==> src/sv/hsvrgb_pkg.sv <==
// Shared types, sector codes and divider constants for the HSV to RGB converter.
`default_nettype none

package hsvrgb_pkg;

  // Widths of the exact-rational numerators and of the intermediate factors.
  localparam int NUM_W  = 28;
  localparam int VK_W   = 15;
  localparam int WT_W   = 13;
  localparam int SECT_W = 4;

  // Hue sectors of sixty degrees; the last case covers everything above four.
  localparam logic [SECT_W-1:0] SEC_RY = 4'd0;
  localparam logic [SECT_W-1:0] SEC_YG = 4'd1;
  localparam logic [SECT_W-1:0] SEC_GC = 4'd2;
  localparam logic [SECT_W-1:0] SEC_CB = 4'd3;
  localparam logic [SECT_W-1:0] SEC_BM = 4'd4;

  // Percent ceiling and the hue sector span.
  localparam logic [6:0] PCT_MAX   = 7'd100;
  localparam int         SECT_SPAN = 60;
  localparam int         SECT_MAXK = 8;

  // Division by 600000 is a shift by six followed by a division by 9375,
  // done as a multiply by a truncated reciprocal and one correction step.
  localparam int          DIV_SHIFT = 6;
  localparam int          DIV_X_W   = NUM_W - DIV_SHIFT;
  localparam int          DIV_ODD   = 9375;
  localparam int          RCP_W     = 19;
  localparam int          RCP_SHIFT = 32;
  localparam longint      DIV_RCP   = (64'd1 << RCP_SHIFT) / DIV_ODD;
  localparam int          Q_W       = 9;

  // Beat leaving the product stages.
  typedef struct packed {
    logic              valid;
    logic [SECT_W-1:0] sector;
    logic [NUM_W-1:0]  hi;
    logic [NUM_W-1:0]  lo;
    logic [NUM_W-1:0]  adj;
  } prod_beat_t;

  // Beat leaving the channel mix stage.
  typedef struct packed {
    logic             valid;
    logic [NUM_W-1:0] red;
    logic [NUM_W-1:0] green;
    logic [NUM_W-1:0] blue;
  } chan_beat_t;

endpackage

`default_nettype wire

==> src/sv/hsvrgb_prep.sv <==
// Front stages: clamping, sector split and the max, min and adjust numerators.
`default_nettype none

module hsvrgb_prep (
  input  wire                      clk,
  input  wire                      rst_n,
  input  wire                      fire,
  input  wire  [8:0]               hue,
  input  wire  [6:0]               saturation,
  input  wire  [6:0]               brightness,
  output hsvrgb_pkg::prod_beat_t   beat_o
);
  import hsvrgb_pkg::*;

  // Stage one registers.
  logic              vld1_r;
  logic [6:0]        v1_r, v1_nxt;
  logic [6:0]        s1_r, s1_nxt;
  logic [SECT_W-1:0] sect1_r, sect1_nxt;
  logic [5:0]        d1_r, d1_nxt;
  logic [8:0]        base;

  // Stage two registers.
  logic              vld2_r;
  logic [VK_W-1:0]   vk2_r, vk2_nxt;
  logic [WT_W-1:0]   wlo2_r, wlo2_nxt;
  logic [WT_W-1:0]   wadj2_r, wadj2_nxt;
  logic [SECT_W-1:0] sect2_r;

  // Stage three registers.
  prod_beat_t        beat_r;
  logic [NUM_W-1:0]  hi_nxt, lo_nxt, adj_nxt;

  // Clamp the percentages and split the hue into sector and offset.
  always_comb begin
    s1_nxt = (saturation > PCT_MAX) ? PCT_MAX : saturation;
    v1_nxt = (brightness > PCT_MAX) ? PCT_MAX : brightness;
    sect1_nxt = '0;
    for (int k = 1; k <= SECT_MAXK; k++) begin
      if (hue >= 9'(SECT_SPAN * k)) begin
        sect1_nxt = 4'(k);
      end
    end
    base   = 9'(sect1_nxt) * 9'(SECT_SPAN);
    d1_nxt = 6'(hue - base);
  end

  // Scale brightness to bytes and form the two weights.
  always_comb begin
    vk2_nxt   = 15'(v1_r) * 15'd255;
    wlo2_nxt  = 13'(PCT_MAX - s1_r) * 13'(SECT_SPAN);
    wadj2_nxt = 13'(s1_r) * 13'(d1_r);
  end

  // The three numerators over the common denominator.
  always_comb begin
    hi_nxt  = 28'(vk2_r) * 28'd6000;
    lo_nxt  = 28'(vk2_r) * 28'(wlo2_r);
    adj_nxt = 28'(vk2_r) * 28'(wadj2_r);
  end

  // Valid bits.
  always_ff @(posedge clk) begin
    if (!rst_n) begin
      vld1_r       <= 1'b0;
      vld2_r       <= 1'b0;
      beat_r.valid <= 1'b0;
    end else begin
      vld1_r       <= fire;
      vld2_r       <= vld1_r;
      beat_r.valid <= vld2_r;
    end
  end

  // Payload registers.
  always_ff @(posedge clk) begin
    v1_r          <= v1_nxt;
    s1_r          <= s1_nxt;
    sect1_r       <= sect1_nxt;
    d1_r          <= d1_nxt;
    vk2_r         <= vk2_nxt;
    wlo2_r        <= wlo2_nxt;
    wadj2_r       <= wadj2_nxt;
    sect2_r       <= sect1_r;
    beat_r.sector <= sect2_r;
    beat_r.hi     <= hi_nxt;
    beat_r.lo     <= lo_nxt;
    beat_r.adj    <= adj_nxt;
  end

  assign beat_o = beat_r;

endmodule

`default_nettype wire

==> src/sv/hsvrgb_mix.sv <==
// Channel mix stage: picks each channel's numerator from the sector.
`default_nettype none

module hsvrgb_mix (
  input  wire                      clk,
  input  wire                      rst_n,
  input  hsvrgb_pkg::prod_beat_t   beat_i,
  output hsvrgb_pkg::chan_beat_t   beat_o
);
  import hsvrgb_pkg::*;

  chan_beat_t       beat_r;
  logic [NUM_W-1:0] up, down;
  logic [NUM_W-1:0] red_nxt, green_nxt, blue_nxt;

  // Rising and falling edges of the colour wheel, then the sector cases.
  always_comb begin
    up   = beat_i.lo + beat_i.adj;
    down = beat_i.hi - beat_i.adj;
    case (beat_i.sector)
      SEC_RY: begin
        red_nxt = beat_i.hi; green_nxt = up;        blue_nxt = beat_i.lo;
      end
      SEC_YG: begin
        red_nxt = down;      green_nxt = beat_i.hi; blue_nxt = beat_i.lo;
      end
      SEC_GC: begin
        red_nxt = beat_i.lo; green_nxt = beat_i.hi; blue_nxt = up;
      end
      SEC_CB: begin
        red_nxt = beat_i.lo; green_nxt = down;      blue_nxt = beat_i.hi;
      end
      SEC_BM: begin
        red_nxt = up;        green_nxt = beat_i.lo; blue_nxt = beat_i.hi;
      end
      default: begin
        red_nxt = beat_i.hi; green_nxt = beat_i.lo; blue_nxt = down;
      end
    endcase
  end

  // Valid bit.
  always_ff @(posedge clk) begin
    if (!rst_n) begin
      beat_r.valid <= 1'b0;
    end else begin
      beat_r.valid <= beat_i.valid;
    end
  end

  // Payload registers.
  always_ff @(posedge clk) begin
    beat_r.red   <= red_nxt;
    beat_r.green <= green_nxt;
    beat_r.blue  <= blue_nxt;
  end

  assign beat_o = beat_r;

  // The adjust term never exceeds the maximum, so the falling edge cannot wrap.
  a_adj_le_hi: assert property (@(posedge clk) disable iff (!rst_n)
    beat_i.valid |-> (beat_i.adj <= beat_i.hi))
    else $error("adjust term exceeds maximum");

endmodule

`default_nettype wire

==> src/sv/hsvrgb_div.sv <==
// Two-stage division of a channel numerator by 600000, using a reciprocal multiply.
`default_nettype none

module hsvrgb_div (
  input  wire                               clk,
  input  wire                               rst_n,
  input  wire                               valid_i,
  input  wire  [hsvrgb_pkg::NUM_W-1:0]      num_i,
  output logic                              valid_o,
  output logic [hsvrgb_pkg::Q_W-1:0]        quot_o
);
  import hsvrgb_pkg::*;

  localparam int PROD_W = DIV_X_W + RCP_W;
  localparam int REM_W  = DIV_X_W + 1;

  logic               vld_a_r;
  logic [DIV_X_W-1:0] x_a_r;
  logic [Q_W-1:0]     qest_a_r, qest_a_nxt;
  logic [DIV_X_W-1:0] x_nxt;
  logic [PROD_W-1:0]  prod;

  logic               vld_b_r;
  logic [Q_W-1:0]     quot_b_r, quot_b_nxt;
  logic [REM_W-1:0]   back, rem;

  // Estimate from the truncated reciprocal; it is low by at most one.
  always_comb begin
    x_nxt      = num_i[NUM_W-1:DIV_SHIFT];
    prod       = PROD_W'(x_nxt) * PROD_W'(DIV_RCP);
    qest_a_nxt = prod[RCP_SHIFT +: Q_W];
  end

  // Remainder check and single correction.
  always_comb begin
    back       = REM_W'(qest_a_r) * REM_W'(DIV_ODD);
    rem        = REM_W'(x_a_r) - back;
    quot_b_nxt = (rem >= REM_W'(DIV_ODD)) ? (qest_a_r + 1'b1) : qest_a_r;
  end

  // Valid bits.
  always_ff @(posedge clk) begin
    if (!rst_n) begin
      vld_a_r <= 1'b0;
      vld_b_r <= 1'b0;
    end else begin
      vld_a_r <= valid_i;
      vld_b_r <= vld_a_r;
    end
  end

  // Payload registers.
  always_ff @(posedge clk) begin
    x_a_r    <= x_nxt;
    qest_a_r <= qest_a_nxt;
    quot_b_r <= quot_b_nxt;
  end

  assign valid_o = vld_b_r;
  assign quot_o  = quot_b_r;

  // The estimate must lie within one of the true quotient.
  a_rem_range: assert property (@(posedge clk) disable iff (!rst_n)
    vld_a_r |-> (rem < REM_W'(2 * DIV_ODD)))
    else $error("reciprocal estimate off by more than one");

  // Channel results always fit in a byte.
  a_quot_byte: assert property (@(posedge clk) disable iff (!rst_n)
    vld_b_r |-> (quot_b_r[Q_W-1] == 1'b0))
    else $error("channel quotient exceeds a byte");

endmodule

`default_nettype wire

==> src/sv/hsv_to_rgb_converter.sv <==
// HSV to RGB converter: a six-stage pipeline taking one pixel per clock.
// Throughput: one pixel per cycle; busy is low whenever reset is released.
// The rate is set by the pipeline registers alone: three product stages, one mix stage
// and a two-stage reciprocal divider for each channel; there is no feedback path.
// Reset (synchronous, active low) clears the valid bits; busy is high during reset.
`default_nettype none

module hsv_to_rgb_converter (
  input  wire        clk,
  input  wire        rst_n,
  input  wire        start,
  output logic       busy,
  input  wire  [8:0] in_hue,
  input  wire  [6:0] in_saturation,
  input  wire  [6:0] in_brightness,
  output logic       out_valid,
  output logic [7:0] out_red,
  output logic [7:0] out_green,
  output logic [7:0] out_blue
);
  import hsvrgb_pkg::*;

  logic           fire;
  prod_beat_t     prod_beat;
  chan_beat_t     chan_beat;
  logic [Q_W-1:0] q_red, q_green, q_blue;

  // Results cannot be held off, so the pipeline never stalls.
  assign busy = ~rst_n;
  assign fire = start & ~busy;

  hsvrgb_prep u_prep (
    .clk        (clk),
    .rst_n      (rst_n),
    .fire       (fire),
    .hue        (in_hue),
    .saturation (in_saturation),
    .brightness (in_brightness),
    .beat_o     (prod_beat)
  );

  hsvrgb_mix u_mix (
    .clk    (clk),
    .rst_n  (rst_n),
    .beat_i (prod_beat),
    .beat_o (chan_beat)
  );

  // One divider per channel; the red one carries the strobe.
  hsvrgb_div u_div_red (
    .clk     (clk),
    .rst_n   (rst_n),
    .valid_i (chan_beat.valid),
    .num_i   (chan_beat.red),
    .valid_o (out_valid),
    .quot_o  (q_red)
  );

  hsvrgb_div u_div_green (
    .clk     (clk),
    .rst_n   (rst_n),
    .valid_i (chan_beat.valid),
    .num_i   (chan_beat.green),
    .valid_o (),
    .quot_o  (q_green)
  );

  hsvrgb_div u_div_blue (
    .clk     (clk),
    .rst_n   (rst_n),
    .valid_i (chan_beat.valid),
    .num_i   (chan_beat.blue),
    .valid_o (),
    .quot_o  (q_blue)
  );

  assign out_red   = q_red[7:0];
  assign out_green = q_green[7:0];
  assign out_blue  = q_blue[7:0];

  // Every accepted beat comes out once it has passed every pipeline register, and nothing else does.
  a_latency: assert property (@(posedge clk) disable iff (!rst_n)
    out_valid == $past(fire, 6))
    else $error("result strobe does not match accepted beats");

endmodule

`default_nettype wire
==> config.mk <==
export PLATFORM = sky130hd
export DESIGN_NAME = hsv_to_rgb_converter
export DESIGN_NICKNAME = d
export VERILOG_FILES = /design/src/sv/hsvrgb_pkg.sv /design/src/sv/hsvrgb_prep.sv /design/src/sv/hsvrgb_mix.sv /design/src/sv/hsvrgb_div.sv /design/src/sv/hsv_to_rgb_converter.sv
export SDC_FILE = /design/constraint.sdc
export NUM_CORES = 2
export LEC_CHECK = 0
export BUFFER_PORTS_ARGS = -buffer_cell sky130_fd_sc_hd__buf_2
export CORE_AREA = 3 3 298 300
export CTS_CLUSTER_SIZE = 10
export DETAILED_ROUTE_END_ITERATION = 12
export DIE_AREA = 0 0 301 303
export PLACE_DENSITY = 0.87
export SYNTH_ARGS = -nofsm -noshare
export SYNTH_HDL_FRONTEND = slang
export SYNTH_SLANG_ARGS = --single-unit
export TNS_END_PERCENT = 20
==> constraint.sdc <==
create_clock -name clk -period 7.2 [get_ports clk]
set_input_delay 1.44 -clock clk [delete_from_list [all_inputs] [get_ports clk]]
set_output_delay 1.44 -clock clk [all_outputs]
set_load 0.05 [all_outputs]
==> reports/results.ini <==
[placed_design]
dp.cells = 7214
dp_hpwl_um = 114000
port_buffers = 51
gp_congestion = 0.947

[sta]
fin_crit_sh = 0.931
slew_violations = 0
hold_viol_final = 0
rsz0062_at_grt = no
timing.setup.tns_ps = 0
setup_viol_count_final = 0
whs_ps = 318
worst_slew_margin_rel = 0.251
fmax_ghz = 0.149
min_period_ps = 6700
worst-slew-pin-transition_ps = 1120
finClkSkew_ps = 31.1

[synth]
yosysSeqAreaShare = 0.117
synth_nets = 8045
async_flop_share = 0
synth_compound_area_frac = 0.0962
ys_seq_elements = 338
ys.flop_type = dfxtp_1
syn_avg_cell_area_um2 = 9.53
syn_area_mm2 = 0.0579
synth_xor_area_frac = 0.0360
syn_inst = 6073
synth-simple-area-share = 0.0852
synthMuxAreaShare = 0.00607
synth_edf_count = 0
ys_types = 91
yosys_warnings = 0
synth_top_family_by_area = adder cells
synth_fa_ha_area_frac = 0.551

[clock_network]
cts-root-buf = clkbuf_16
cts_buffers = 44
clock_path_buffers = 3
cts_resized = 0
clock_latency_ps = 620
holdBufCountCts = 0
h-tree-depth = 2
cts_sinks = 338
clkTransAtPathRegs_ps = 70
cts_setup_buffers = 0
cts_tree = built

[die]
core-area_mm2 = 0.0865
initial_core_util = 0.670
die-width_um = 301
dieArea_mm2 = 0.0912
die_y_um = 303
ioPinCount = 52
num_rows = 108

[status]
status = finished clean

[final_layout]
n_fill_cell = 5977
final_cell_mix = inv_1 (1,557), fa_1 (1,002), ha_1 (944), nand2_1 (413), dfxtp_1 (337)
multi_input_area_mm2 = 0.0449
seqCellArea_mm2 = 0.00677
fin_cells = 7285
finish.net_count = 8077
layout_commonest_cell = inv_1
drive_gt1_frac = 0.0346
area_delta_synth_final_pct = 5.19

[setup_path]
worstPathRequired_ps = 7730
r2r_cells = 19
critPathMaxStageDelay_ps = 760
startpoint_type = register
crit_chain = fa_1 > fa_1 > inv_1 > fa_1 > inv_1 > fa_1 > fa_1 > fa_1 > ha_1 > a2111oi_0 > a211oi_1 > o21ai_0 > a31oi_1 > o31ai_1 > a311o_1 > a31oi_1 > a21o_1 > a21oi_1 > xnor2_1
crit_type = register to register
r2r_slack_ps = 500
arrival_ps = 7230
crit_slowest_cell = a2111oi_0
cp_max_fo = 8
crit_top_cell = fa_1
cp-end-kind = register

[global_route]
grt_pass1_wl_um = 231000
grt_pass1_vias = 46400
overflow = 0
antenna_found_initial = 3
grt_max_degree = 61
grtUsageTotal = 0.317

[detailed_routing]
antenna_left = 0
drt_iter0_markers = 3113
drt_pass1_iterations = 10
routedWlPerCell_um = 19.0
via_per_inst = 5.79
via_count = 42200
wl_um = 138000
drc = 0

[flow_run]
drv_cap = 0

[min_path]
hold_path.class = register to register
holdPathStages = 0

metal layers:
layer | wire, um | vias up | GRT usage
met5 | 12 | - | 0
met4 | 7570 | 2 | 0.149
met3 | 9890 | 497 | 0.0459
met2 | 68300 | 1647 | 0.554
met1 | 52700 | 20900 | 0.388
li1 | - | 19200 | -
registers in the layout, indices dropped and copies added, names as in the netlist, 9 cells and up:
name and cells:
u_div_green.qest_a_r 9, u_prep.beat_o 83, u_mix.beat_o 67, u_div_red.qest_a_r 9, u_div_blue.x_a_r 22, u_div_blue.qest_a_r 9, u_div_red.x_a_r 22, u_prep.wlo2_r 11
u_prep.wadj2_r 13, u_prep.vk2_r 15, u_div_green.x_a_r 22
cell families (layout without fill, tap and decap cells):
kind of cell / after synthesis / count (layout)
xor+xnor: 238 / 238
mux: 33 / 33
buf+inv: 1669 / 1725
fa+ha+maj: 1951 / 1951
flops: 338 / 338
other cells: 0 / 1
simple gates: 1013 / 1013
compound gates: 831 / 831
per-stage QoR:
| stage | utilization | worst slack [ps] | cell area [um2] |
|---|---|---|---|
| 6_report | 0.704 | 498 | 60900 |
| 3_5_place_dp | 0.688 | 651 | 59500 |
| 2_1_floorplan | - | 1150 | 57900 |
| 3_3_place_gp | 0.688 | 764 | 59500 |
| 4_1_cts | 0.704 | 557 | 60900 |
| 5_1_grt | 0.704 | 182 | 60900 |
cells in the mapped netlist, types with 7 or more instances:
cell	instances	area share
a21o_1	119	0.015
a21boi_0	13	0.0017
and2_1	169	0.018
nor3_1	43	0.0037
xnor2_1	163	0.025
o21ai_0	139	0.012
o21bai_1	31	0.0040
nand3b_1	13	0.0017
nand2b_1	33	0.0036
nand3_1	69	0.0060
a221oi_1	24	0.0036
fa_1	1002	0.35
xor2_1	75	0.011
ha_1	944	0.20
nand2_1	413	0.027
nor2b_1	24	0.0026
o221ai_1	8	0.0012
o21a_1	45	0.0058
o21ai_1	7	0.00060
o2111ai_1	11	0.0017
o22ai_1	9	0.00097
nand4_1	22	0.0024
a21oi_1	223	0.019
a211o_1	7	0.0011
a222oi_1	18	0.0031
mux2_2	7	0.0014
clkbuf_1	109	0.0071
o31ai_1	17	0.0022
a31oi_1	25	0.0027
mux2i_1	25	0.0043
or3_1	25	0.0027
o211ai_1	22	0.0029
a211oi_1	28	0.0036
dfxtp_1	338	0.12
nor2_1	126	0.0082
inv_1	1557	0.10
a31o_2	10	0.0015
and3_1	36	0.0039
or2_2	10	0.0011
and4_1	7	0.0011
worst max-delay path, delay by kind of cell (launching register included):
kind,cells,cell delay [ps]
adder cells (fa/ha/maj),7,3140
AO/OA/AOI/OAI,9,2580
flip-flops,1,600
buffers and inverters,2,170
XOR/XNOR,1,130
worst paths after layout:
kind                startpoint                       to
min reg2reg  u_prep.sect2_r[2]        u_prep.beat_o[86]
max reg2reg   u_mix.beat_o[40]  u_div_green.qest_a_r[8]
max           u_mix.beat_o[40]  u_div_green.qest_a_r[8]
min          u_prep.sect2_r[2]        u_prep.beat_o[86]
area by class of cell:
cell class | count | share of cell area
clock buffer | 60 | 0.0207
clock inverter | 10 | 0.00181
antenna | 1 | 0.0000411
multi-input combinational | 4066 | 0.737
tap | 1155 | 0.0237
sequential | 338 | 0.111
inverter | 1558 | 0.0960
timing repair buffer | 97 | 0.00986
Power is left out: the tool's default activity adds up to more than one toggle a clock period on the data nets, which glitch-free logic cannot reach.
